--- src/rtl/lfal_pkg.sv ---
// Shared types and constants for the per-axis feedrate and acceleration limiter.
package lfal_pkg;

    localparam int DataW  = 32;           // width of every field and register
    localparam int ProdW  = 2 * DataW;    // exact product of two fields
    localparam int ValW   = DataW + 1;    // clamped axis speed or accel
    localparam int ExcW   = DataW + 3;    // signed excess over a limit
    localparam int Axes   = 4;            // X, Y, Z, extruder
    localparam int AddrW  = 5;            // eight 32-bit registers

    // register index, taken from paddr[4:2]
    typedef enum logic [2:0] {
        REG_MAX_SPEED_X = 3'd0,
        REG_MAX_SPEED_Y = 3'd1,
        REG_MAX_SPEED_Z = 3'd2,
        REG_MAX_SPEED_E = 3'd3,
        REG_MAX_ACCEL_X = 3'd4,
        REG_MAX_ACCEL_Y = 3'd5,
        REG_MAX_ACCEL_Z = 3'd6,
        REG_MAX_ACCEL_E = 3'd7
    } t_reg;

    typedef enum logic [2:0] {
        PICK_NONE = 3'd0,
        PICK_X    = 3'd1,
        PICK_Y    = 3'd2,
        PICK_Z    = 3'd3,
        PICK_E    = 3'd4
    } t_pick;

    // axis magnitudes plus requested feed and accel
    typedef struct packed {
        logic [DataW-1:0] dx;
        logic [DataW-1:0] dy;
        logic [DataW-1:0] dz;
        logic [DataW-1:0] de;
        logic [DataW-1:0] feed;
        logic [DataW-1:0] accel;
    } t_move;

    typedef struct packed {
        t_move            mv;
        logic [DataW-1:0] len;
    } t_move_len;

    // final selection for one quantity
    typedef struct packed {
        logic             keep;     // nothing exceeded: pass request through
        logic             use_lim;  // extruder pick on a zero-length move
        logic [DataW-1:0] lim;
    } t_sel;

    typedef struct packed {
        t_sel             feed_sel;
        t_sel             accel_sel;
        logic [DataW-1:0] feed;
        logic [DataW-1:0] accel;
    } t_fin;

endpackage

--- src/rtl/lfal_sqrt_pipe.sv ---
// Pipelined floor square root, one root bit per stage, with sideband data.
module lfal_sqrt_pipe #(
    parameter int RootW = lfal_pkg::DataW,
    parameter int SideW = 1
) (
    input  logic                 i_clk,
    input  logic                 i_rst_n,
    input  logic                 i_en,
    input  logic                 i_valid,
    input  logic [2*RootW-1:0]   i_rad,
    input  logic [SideW-1:0]     i_side,
    output logic                 o_valid,
    output logic [RootW-1:0]     o_root,
    output logic [SideW-1:0]     o_side
);
    import lfal_pkg::*;

    localparam int RemW = RootW + 4;
    localparam int RadW = 2 * RootW;

    logic [RootW-1:0] r_vld;
    logic [RemW-1:0]  r_rem  [RootW];
    logic [RootW-1:0] r_root [RootW];
    logic [RadW-1:0]  r_rad  [RootW];
    logic [SideW-1:0] r_side [RootW];

    logic [RootW-1:0] p_vld;
    logic [RemW-1:0]  p_rem  [RootW];
    logic [RootW-1:0] p_root [RootW];
    logic [RadW-1:0]  p_rad  [RootW];
    logic [SideW-1:0] p_side [RootW];

    logic [RemW-1:0]  n_rem  [RootW];
    logic [RootW-1:0] n_root [RootW];
    logic [RadW-1:0]  n_rad  [RootW];

    always_comb begin
        p_vld[0]  = i_valid;
        p_rem[0]  = '0;
        p_root[0] = '0;
        p_rad[0]  = i_rad;
        p_side[0] = i_side;
        for (int s = 1; s < RootW; s++) begin
            p_vld[s]  = r_vld[s-1];
            p_rem[s]  = r_rem[s-1];
            p_root[s] = r_root[s-1];
            p_rad[s]  = r_rad[s-1];
            p_side[s] = r_side[s-1];
        end
    end

    // bring down two radicand bits, try (root*4 + 1)
    always_comb begin
        logic [RemW-1:0] sh;
        logic [RemW-1:0] trial;
        for (int s = 0; s < RootW; s++) begin
            sh    = {p_rem[s][RemW-3:0], p_rad[s][RadW-1 -: 2]};
            trial = {{(RemW-RootW-2){1'b0}}, p_root[s], 2'b01};
            if (sh >= trial) begin
                n_rem[s]  = sh - trial;
                n_root[s] = {p_root[s][RootW-2:0], 1'b1};
            end else begin
                n_rem[s]  = sh;
                n_root[s] = {p_root[s][RootW-2:0], 1'b0};
            end
            n_rad[s] = {p_rad[s][RadW-3:0], 2'b00};
        end
    end

    always_ff @(posedge i_clk) begin
        if (!i_rst_n) begin
            r_vld <= '0;
        end else if (i_en) begin
            r_vld <= p_vld;
        end
        if (i_en) begin
            for (int s = 0; s < RootW; s++) begin
                r_rem[s]  <= n_rem[s];
                r_root[s] <= n_root[s];
                r_rad[s]  <= n_rad[s];
                r_side[s] <= p_side[s];
            end
        end
    end

    assign o_valid = r_vld[RootW-1];
    assign o_root  = r_root[RootW-1];
    assign o_side  = r_side[RootW-1];

endmodule

--- config.mk ---
export PLATFORM = sky130hd
export DESIGN_NAME = lfal_sqrt_pipe
export DESIGN_NICKNAME = d
export VERILOG_FILES = /design/src/rtl/lfal_pkg.sv /design/src/rtl/lfal_sqrt_pipe.sv
export SDC_FILE = /design/constraint.sdc
export NUM_CORES = 2
export LEC_CHECK = 0
export BUFFER_PORTS_ARGS = -buffer_cell sky130_fd_sc_hd__clkbuf_2
export CAP_MARGIN = 20
export CORE_ASPECT_RATIO = 1.5
export CORE_MARGIN = 2
export CORE_UTILIZATION = 60
export DETAILED_ROUTE_END_ITERATION = 16
export PLACE_DENSITY = 0.76
export RECOVER_POWER = 100
export SLEW_MARGIN = 20
export SYNTH_ARGS = -nofsm -noshare
export SYNTH_HDL_FRONTEND = slang
export SYNTH_MEMORY_MAX_BITS = 65536
export SYNTH_SLANG_ARGS = --single-unit
--- constraint.sdc ---
create_clock -name i_clk -period 7.26 [get_ports i_clk]
set_clock_uncertainty 0.2 [all_clocks]
set_input_delay 0.363 -clock i_clk [delete_from_list [all_inputs] [get_ports i_clk]]
set_output_delay 0.363 -clock i_clk [all_outputs]
set_load 0.01 [all_outputs]
==> impl_results.md <==
- Clock slew at reported path FFs: around 0.06 ns
- Pwr Density: 310 nW/um2
- Initial antenna violation count: 9
- Crit-path max FO: 30
- Wire length per cell: 20.7 um
- Vias in the first global route: 72700
- Final hold viol count: 0
- Max Cap Violations: 35
- Syn. warnings: 0
- Failing checks: max-capacitance violations, max-slew violations
- IO Pins: 103
- Dpl ws: 2.35 ns
- Final std cells w/o fill: approximately 12000
- Vias: 72400
- Sw power: roughly 0.012 W
- Hold path start: i_rad[22]
- Peak Freq: between 0.15 and 0.2 GHz
- Peak VDD IR: 0.247 mV
- Global Route met3 Usage: 0.0284
- Setup TNS: 0 ns
- Syn Area/Cell: 12.9 um2
- Switch share: 0.284
- Layout area overhead: 10.3%
- Starting Density: 0.603
- Worst EP arrival: 6.21 ns
- Initial drt markers: 5063
- Status: finished, violations left
- Slew of the pin with the lowest slew margin: 4.39 ns
- Core ar.: 198000 um2
- Die height: approximately 550 um
- Yosys top cell by area: edfxtp_1
- Post-synth EDFFs: 2555
- Final HPWL DP: 186000 um
- Pleak: 49.7 nW
- Largest net degree at the start of global routing: 196
- Max-slew violations: 2125
- Area contributors post-synth: edfxtp_1 (64%), ha_1 (5.9%), xor2_1 (3.3%)
- DRT Wirelength: 258000 um
- Sequential-to-total area share from yosys stat: 0.648
- CTS tree: yes
- Global-route usage over all layers: 0.252
- Hold Crit Class: in -> reg
- Commonest cells post-synth: edfxtp_1 (2555), inv_1 (691), nand2_1 (690)
- Final Cycle Share: 0.801
- Number of antenna-violating nets in the routed design: 0
- Setup Crit Path Kind: reg -> reg
- Post-CTS Repair Setup Buffers: 0
- Grt met1 use: 0.268
- Met2 Use GR: 0.480
- Chip Width: 368 um
- DRT Pass-1 Iters: 8
- Rel. slew slack: -1.93
- Reg2reg start: r_rem[0][520]
- Post-synth top area share: 0.642
- # fillers: 14200
- Top-count cell post-synth: edfxtp_1
- Comb pwr share: 0.204
- Mapped Area: 119000 um2
- Top_reg_cell synth: edfxtp_1
- Part of the power in the clock network: 0.302
- First-pass GRT wire length: between 300000 and 400000 um
- CTS H-tree depth: 4
- PortBufs: 102
- Critical Path Start: r_rem[0][520]
- CTS buffer count: 237
- Layout Nets: 10200
- Maximum root-to-sink buffer count: 4
- Sequential Power Share: 0.493
- Worst Setup Start Kind: flip-flop
- Yosys cell types: 90
- Rows: 200
- Critical path required time: 7.65 ns
- Clk Latency, worst-skew pair: 0.90 ns
- Placed cells: 11800
- Final min period: 5.82 ns
- Layout cells sized above 1: 0.0541
- Vias per cell: 5.83
- Internal power: 0.0293 W
- Root buf cell: clkbuf_16
- Total grt overflow: 0
- DRC Markers: 0
- Final Worst Setup Slack: 1.44 ns
- Layer with the highest usage: met2
- Die ar.: 203000 um2
- Crit end category: flip-flop
- Clk sinks: approximately 2600
- Mapped Nets: roughly 9900
- Final Wtd Congestion: 0.967
- Async SR Flop Fraction: 0
- RSZ-0062 raised after global routing: no
- Cell count after synthesis: 9255
- #FFs+latches synth: ~2600
- Final setup fails: 0
-- metal layers --
layer,up-vias,wire length (um),part of all wire
li1,34800,-,-
met1,35100,92700,0.36
met2,1858,140000,0.54
met3,669,9460,0.037
met4,2,15900,0.062
met5,-,11,0.000043
-- sequential cells by signal, summed over array words and instances, names as in the netlist --
name	flops
r_rem	1003
r_rad	992
r_root	528
r_vld	32
r_side	32
-- logic make-up (layout without fill, tap and decap cells) --
logic type                 after synthesis  after routing  synth area share
other                                    1             22         0.0000314
and+or+nand+nor                       2441           2441             0.101
AOI/OAI and AO/OA                     1811           1811            0.0921
xor gates and xnor gates               861            861            0.0631
adders and majority gates              562            562            0.0589
DFF                                   2587           2587             0.648
buffers and inverters                  895           1414            0.0284
muxes                                   97             97           0.00876
-- layout by cell type, fill, tap and decap left out, drive strengths merged, types with 22 or more instances in the layout --
master          n
ha            562
inv           697
nor3b          23
nor3          234
dfxtp          32
a21o          199
o21ai         554
a21oi         547
nor2          533
o31ai          50
o211ai         28
and2           22
or2            43
a211oi         75
o21bai         47
or4            67
a31oi          51
clkinv        100
clkbuf        427
nand3         146
o21a           86
dlygate4sd3   130
xor2          451
bufinv         27
mux2           57
nand4         115
nor2b         107
nor4          140
edfxtp       2555
or3            91
mux2i          40
nand2         690
nand2b        114
and3           40
xnor2         410
-- worst paths after layout --
check | endpoint | slack, ns | depth (start not counted)
setup reg to reg | r_rem[0][556] | 1.44 | 9
hold reg to reg | r_rad[0][359] | 0.19 | 0
setup / recovery | r_rem[0][556] | 1.44 | 9
hold / removal | r_rad[0][22] | 0.12 | 2
-- timing repair --
item | CTS | global route
endpoints found under the hold margin | 171 | 0
resized for setup | 0 | 0
hold buffers | 130 | 0
-- per-stage QoR --
stage | instance area, um2 | hold slack [ns] | utilization | total power (W)
floorplan | 119000 | 0.200 | - | 0.0259
global placement | 123000 | 0.200 | 0.622 | 0.0284
detailed placement | 123000 | 0.205 | 0.622 | 0.0286
CTS | 132000 | 0.0171 | 0.667 | 0.0411
global route | 132000 | 0.0911 | 0.665 | 0.0427
finish | 132000 | 0.124 | 0.665 | 0.0409
-- final cells by class --
cell class / count / area, um2 / share of cell area
Sequential cell: 2587 / 77400 / 0.587
Timing Repair Buffer: 292 / 2110 / 0.0160
Clock buffer: 277 / 6120 / 0.0465
Antenna cell: 21 / 52.6 / 0.000399
Multi-Input combinational cell: 5773 / 38700 / 0.293
Tap cell: 2626 / 3290 / 0.0249
Inverter: 695 / 2610 / 0.0198
Clock inverter: 150 / 1520 / 0.0115
-- worst max-delay path, stage by stage (launching register included) --
cell and delay [ns]:
edfxtp_1 0.43, or3_1 0.47, or4_1 0.57, or4_1 0.48, or3_1 0.39, or4_1 0.51
a211oi_1 0.24, clkbuf_1 0.94, clkinvlp_2 0.81, mux2_1 0.49
-- power by group through the flow --
stage,clock network [W],registers (W),logic [W]
after floorplan,0,0.0198,0.00608
after global placement,0,0.0204,0.00802
after detailed placement,0,0.0204,0.00821
after CTS,0.0126,0.0201,0.00832
after global routing,0.0132,0.0203,0.00925
final,0.0124,0.0202,0.00835
No activity file was read; power rests on OpenSTA's default activity.
